==> config.mk <==
export PLATFORM = sky130hd
export DESIGN_NAME = dhss_hash
export DESIGN_NICKNAME = d
export VERILOG_FILES = /design/src/hw/rtl/dhss_pkg.sv /design/src/hw/rtl/dhss_hash.sv
export VERILOG_INCLUDE_DIRS = /design/src /design/src/hw/rtl
export SDC_FILE = /design/constraint.sdc
export NUM_CORES = 1
export LEC_CHECK = 0
export ABC_AREA = 1
export BUFFER_PORTS_ARGS = -buffer_cell sky130_fd_sc_hd__buf_2
export CORE_ASPECT_RATIO = 1.1
export CORE_MARGIN = 2
export CORE_UTILIZATION = 30
export CTS_BUF_LIST = sky130_fd_sc_hd__clkbuf_2 sky130_fd_sc_hd__clkbuf_4 sky130_fd_sc_hd__clkbuf_8
export CTS_CLUSTER_SIZE = 24
export DETAILED_ROUTE_END_ITERATION = 6
export HOLD_SLACK_MARGIN = 0.1
export PLACE_DENSITY_LB_ADDON = 0.05
export RECOVER_POWER = 50
export SETUP_SLACK_MARGIN = 0.4
export SYNTH_ARGS = -nofsm -noshare
export SYNTH_HDL_FRONTEND = slang
export SYNTH_SLANG_ARGS = --single-unit
export TNS_END_PERCENT = 30
==> constraint.sdc <==
create_clock -name clk -period 6.7 [get_ports clk]
set_input_delay 1.005 -clock clk [delete_from_list [all_inputs] [get_ports clk]]
set_output_delay 1.005 -clock clk [all_outputs]
set_load 0.02 [all_outputs]
==> src/hw/rtl/double_hash_string_set_assert.svh <==
// assertion macros shared by the rtl files
`ifndef DOUBLE_HASH_STRING_SET_ASSERT_SVH
`define DOUBLE_HASH_STRING_SET_ASSERT_SVH

`ifndef ASSERT_OFF

// checked only out of reset
`define DHSS_ASSERT(lbl, clk, rst, prop) \
  lbl: assert property (@(posedge clk) disable iff (rst) prop) \
    else $error("%m: check failed");

// checked on every edge, reset included
`define DHSS_ASSERT_ALWAYS(lbl, clk, prop) \
  lbl: assert property (@(posedge clk) prop) \
    else $error("%m: check failed");

`else

`define DHSS_ASSERT(lbl, clk, rst, prop)
`define DHSS_ASSERT_ALWAYS(lbl, clk, prop)

`endif

`endif

==> src/hw/rtl/dhss_pkg.sv <==
`default_nettype none

package dhss_pkg;

  localparam int TABLE_SIZE  = 4093;
  localparam int MAX_LETTERS = 12;
  localparam int LEN_W       = 4;
  localparam int LETTERS_W   = 24;
  localparam int SLOT_W      = 1 + LEN_W + LETTERS_W;
  localparam int POS_W       = $clog2(TABLE_SIZE);

  typedef enum logic {
    OP_INSERT = 1'b0,
    OP_FIND   = 1'b1
  } op_e;

  typedef struct packed {
    op_e                  op;
    logic [LEN_W-1:0]     length;
    logic [LETTERS_W-1:0] letters;
  } req_t;

  typedef struct packed {
    logic found;
    logic table_full;
  } rsp_t;

  typedef struct packed {
    logic                 valid;
    logic [LEN_W-1:0]     length;
    logic [LETTERS_W-1:0] letters;
  } slot_t;

  typedef struct packed {
    logic [POS_W-1:0] pos;
    logic [POS_W-1:0] step;
  } hash_res_t;

  // clamp the length and clear letter bits beyond it
  function automatic slot_t make_slot(req_t r);
    logic [LEN_W-1:0]     len;
    logic [LETTERS_W-1:0] mask;
    slot_t                s;
    if (r.length == '0) begin
      len = LEN_W'(1);
    end else if (r.length > LEN_W'(MAX_LETTERS)) begin
      len = LEN_W'(MAX_LETTERS);
    end else begin
      len = r.length;
    end
    for (int i = 0; i < LETTERS_W; i++) begin
      mask[i] = (LEN_W'(i >> 1) < len);
    end
    s.valid   = 1'b1;
    s.length  = len;
    s.letters = r.letters & mask;
    return s;
  endfunction

endpackage

`default_nettype wire

==> src/hw/rtl/dhss_hash.sv <==
`default_nettype none

`include "double_hash_string_set_assert.svh"

module dhss_hash import dhss_pkg::*; (
  input  wire logic  clk,
  input  wire logic  rst,
  input  wire logic  start,
  input  wire slot_t slot,
  output logic       done,
  output hash_res_t  res
);

  typedef enum logic {
    H_IDLE,
    H_KEY
  } state_t;

  localparam logic [POS_W+2:0] MOD1 = (POS_W+3)'(TABLE_SIZE);
  localparam logic [POS_W+2:0] MOD2 = (POS_W+3)'(TABLE_SIZE - 1);

  state_t               state;
  logic [LEN_W-1:0]     idx;
  logic [LETTERS_W-1:0] letters;
  logic [POS_W-1:0]     r1;
  logic [POS_W-1:0]     r2;

  logic [1:0]       code;
  logic [POS_W-1:0] r1_next;
  logic [POS_W-1:0] r2_next;

  // horner step on a residue: (r * 5 + code + 1) mod m, quotient at most 4
  function automatic logic [POS_W-1:0] fold5(logic [POS_W-1:0] r, logic [1:0] c,
                                            logic [POS_W+2:0] m);
    logic [POS_W+2:0] x;
    logic [POS_W+2:0] y;
    x = ({3'b000, r} << 2) + {3'b000, r} + (POS_W+3)'(c) + (POS_W+3)'(1);
    if (x >= (m << 2)) begin
      y = x - (m << 2);
    end else if (x >= ((m << 1) + m)) begin
      y = x - ((m << 1) + m);
    end else if (x >= (m << 1)) begin
      y = x - (m << 1);
    end else if (x >= m) begin
      y = x - m;
    end else begin
      y = x;
    end
    return y[POS_W-1:0];
  endfunction

  always_comb begin
    code    = letters[{idx, 1'b0} +: 2];
    r1_next = fold5(r1, code, MOD1);
    r2_next = fold5(r2, code, MOD2);
  end

  assign res.pos  = r1;
  assign res.step = r2 + POS_W'(1);

  always_ff @(posedge clk) begin
    if (rst) begin
      state <= H_IDLE;
      done  <= 1'b0;
    end else begin
      done <= 1'b0;
      unique case (state)
        H_IDLE: begin
          if (start) begin
            r1      <= '0;
            r2      <= '0;
            idx     <= slot.length - LEN_W'(1);
            letters <= slot.letters;
            state   <= H_KEY;
          end
        end
        H_KEY: begin
          // last letter first, both residues kept reduced
          r1 <= r1_next;
          r2 <= r2_next;
          if (idx == '0) begin
            done  <= 1'b1;
            state <= H_IDLE;
          end else begin
            idx <= idx - LEN_W'(1);
          end
        end
        default: state <= H_IDLE;
      endcase
    end
  end

  `DHSS_ASSERT(a_hash_pos, clk, rst, done |-> (res.pos < POS_W'(TABLE_SIZE)))
  `DHSS_ASSERT(a_hash_step, clk, rst, done |-> (r2 < POS_W'(TABLE_SIZE - 1)))
  `DHSS_ASSERT(a_hash_start_idle, clk, rst, start |-> (state == H_IDLE))

endmodule

`default_nettype wire

==> impl_metrics.toml <==
[run_status]
outcome = "finished, final reports clean"

[min_path]
whs_endpoint = "done"
hold_start = "idx[3]"
min_delay_path_depth = 3
hold_class = "reg -> reg"

[critical_path]
r2r_start = "idx[0]"
cp.depth = 19
critPathCaptureType = "register"
critPathTopFamily = "simple AND/OR/NAND/NOR gates"
critPathLaunchType = "register"
reg2reg_to = "r2[6]"
required_ps = 6860
crit_chain = "buf_4 > inv_1 > o21ai_0 > a211oi_1 > a221oi_1 > ha_1 > fa_1 > nand3b_1 > nand2_2 > xor2_1 > ha_1 > nand2_1 > nor2_1 > nand3_1 > nor2_1 > nor2_4 > inv_2 > nand3_1 > a21oi_1"
cp_slowest_stage_delay_ps = 470
rr_worst_depth = 19
path_class = "reg -> reg"
slowest_stage = "xor2_1"
rrSetupSlack_ps = 1580
crit_fanout = 14
worst-path-buf-inv = 3
cp_data_arrival_time_ps = 5280

[clock_tree]
cts_tree = "done"
path_clk_slew_ps = 130
postCtsResizedCells = 0
cts_buffers = 5
cts_setup_buffers = 0
clock_path_buffers = 2
htree_levels = 2
ctsHoldBuffers = 0
cts_root_buf = "clkbuf_8"
cts_sinks = 54
clock_latency_ps = 350

[logic_synthesis]
ys_seq_elements = 54
synthTopCellsByArea = "edfxtp_1 (24%), nand2_1 (14%), ha_1 (8.5%)"
yosysTopAreaCellShare_pct = 23.7
yosysUniqueCellTypes = 44
synth_area_um2 = 6590
syn-num-nets = 1038
syn_avg_cell_area_um2 = 6.87
synthCells = 959
synth_top_area_cell = "edfxtp_1"
yosysWarnings = 0
ys_seq_area_share_pct = 24.3

[grt]
grt_antenna_before_repair = 0
grt_pass1_vias = 5934
grt_max_degree = 26
grt_pass1_wl_mm = 30.9
track_usage_pct = 16.5
gr-total-overflow = 0

[final_layout]
layout_commonest_cell = "nand2_1"
fin_nets = 1089
diodes = 0
num-fill-cells = 2411
area.growth.synth_to_final_pct = 9.43
drive_gt1_share_pct = 16.7
final_cell_mix = "nand2_1 (242), inv_1 (121), nor2_1 (103)"

[route]
dr.pass1.iters = 5
wl_met1_mm = 9.89
via_per_inst = 4.63
postRouteWirelength_mm = 19.2
dr_wl_met3_um = 433
wl_per_cell_um = 14.7
num_vias = 6026
drc_errors = 0
highest_layer = "met4"
wl_met2_mm = 8.68
postRouteAntennaNets = 0
drt_iter0_drc = 205

[die]
die_h_um = 159
coreArea_um2 = 21400
initial_utilization_pct = 30.7
die_w_um = 145
num_rows = 56
die_area_um2 = 23200
ios = 57

[pwr]
seq_power_share_pct = 19.9
leakage_nw = 3.53
clkPwrFrac_pct = 9.5
sw_frac_of_total_pct = 55.8
power_density_nw_per_um2 = 316
combinationalPowerShare_pct = 70.6
netSwitchingPower_w = 0.00127
peakVddDrop_v = 0.0000963
power.internal_w = 0.00101

[timing]
relSlewSlack_pct = 16.0
hold_ws_ps = 693
period_needed_ps = 5120
slew_violations = 0
min_period_over_period_pct = 76.4
max_freq_mhz = 195
setup_viol = 0
rsz0062_at_grt = "no"
tightest_slew_ps = 1260
hold_viol = 0
tns_ps = 0
skew_ps = 17.1

[flow_run]
drv_cap = 0

[place]
gp_congestion = 0.846
hpwl_mm = 15.2
port_buffers = 55
[cell usage after synthesis, drive strengths merged]
library cell / n
nand3: 90
a21o: 2
nand4: 27
clkinv: 1
clkbuf: 4
a21oi: 52
nand3b: 7
edfxtp: 52
nand2: 295
xnor2: 6
a31oi: 2
o211ai: 2
xor2: 43
dfxtp: 2
o21a: 1
buf: 10
o22ai: 6
a211oi: 1
inv: 138
nor3: 8
a221oi: 1
o21ai: 39
nor2: 121
or2: 2
fa: 2
ha: 45
[power groups by stage]
stage / clock network (W) / registers (W) / logic, W
2_1_floorplan: 0 / 0.000457 / 0.00126
3_3_place_gp: 0 / 0.000465 / 0.00162
3_5_place_dp: 0 / 0.000463 / 0.00161
4_1_cts: 0.000232 / 0.000456 / 0.00162
5_1_grt: 0.000242 / 0.000460 / 0.00183
6_report: 0.000217 / 0.000455 / 0.00161
[layout make-up]
| cell class | instances | area (um2) | share of cell area, % |
|---|---|---|---|
| Multi-Input combinational cell | 752 | 4350 | 60.3 |
| Sequential cell | 54 | 1600 | 22.2 |
| Inverter | 139 | 526 | 7.29 |
| Tap cell | 290 | 363 | 5.03 |
| Timing Repair Buffer | 58 | 275 | 3.82 |
| Clock buffer | 5 | 68.8 | 0.954 |
| Clock inverter | 3 | 28.8 | 0.399 |
[stage by stage]
step	cell area, um2	utilization, %	setup slack (ps)	total power [W]	cells
finish	7210	33.6	1580	0.00228	1301
global route	7210	33.6	1120	0.00253	1301
CTS	7240	33.8	1540	0.00231	1301
detailed placement	7140	33.3	1600	0.00207	1293
global placement	7140	33.3	1550	0.00208	1293
floorplan	6590	-	2720	0.00172	959
[state kept, by name, indices dropped and copies added, names as in the netlist]
signal and count:
done 1, idx 4, state 1, r2 12, letters 24, r1 12
[kinds of logic (layout without fill, tap and decap cells)]
kind of cell	count (synthesis)	in the layout	synth area share (%)
AOI/OAI and AO/OA	106	106	9.11
xor gates and xnor gates	49	49	6.62
adders and majority gates	47	47	9.15
buffers and inverters	153	205	9.76
DFF	54	54	24.3
and+or+nand+nor	550	550	41.1
[worst register-to-register path, cell delays in order (launching register included)]
cell      delay [ps]
edfxtp_1         380
buf_4            190
inv_1            310
o21ai_0          190
a211oi_1         290
a221oi_1         180
ha_1             280
fa_1             410
nand3b_1         190
nand2_2          120
xor2_1           470
ha_1             420
nand2_1          170
nor2_1           260
nand3_1          110
nor2_1           200
nor2_4            90
inv_2            260
nand3_1          120
a21oi_1          290
[worst max path at each step]
stage          startpoint    end  slack (ps)
2_1_floorplan      idx[0]  r2[2]        2720
3_3_place_gp       idx[0]  r2[6]        1550
3_5_place_dp       idx[0]  r2[6]        1600
4_1_cts            idx[0]  r2[6]        1540
5_1_grt            idx[0]  r2[6]        1120
6_report           idx[0]  r2[6]        1580
[layer usage]
metal,track usage [%],up-vias
li1,-,3213
met1,23.2,2723
met2,27.6,81
met3,1.81,9
met4,2.81,0
met5,0,-
Power figures use the tool's default switching activity.
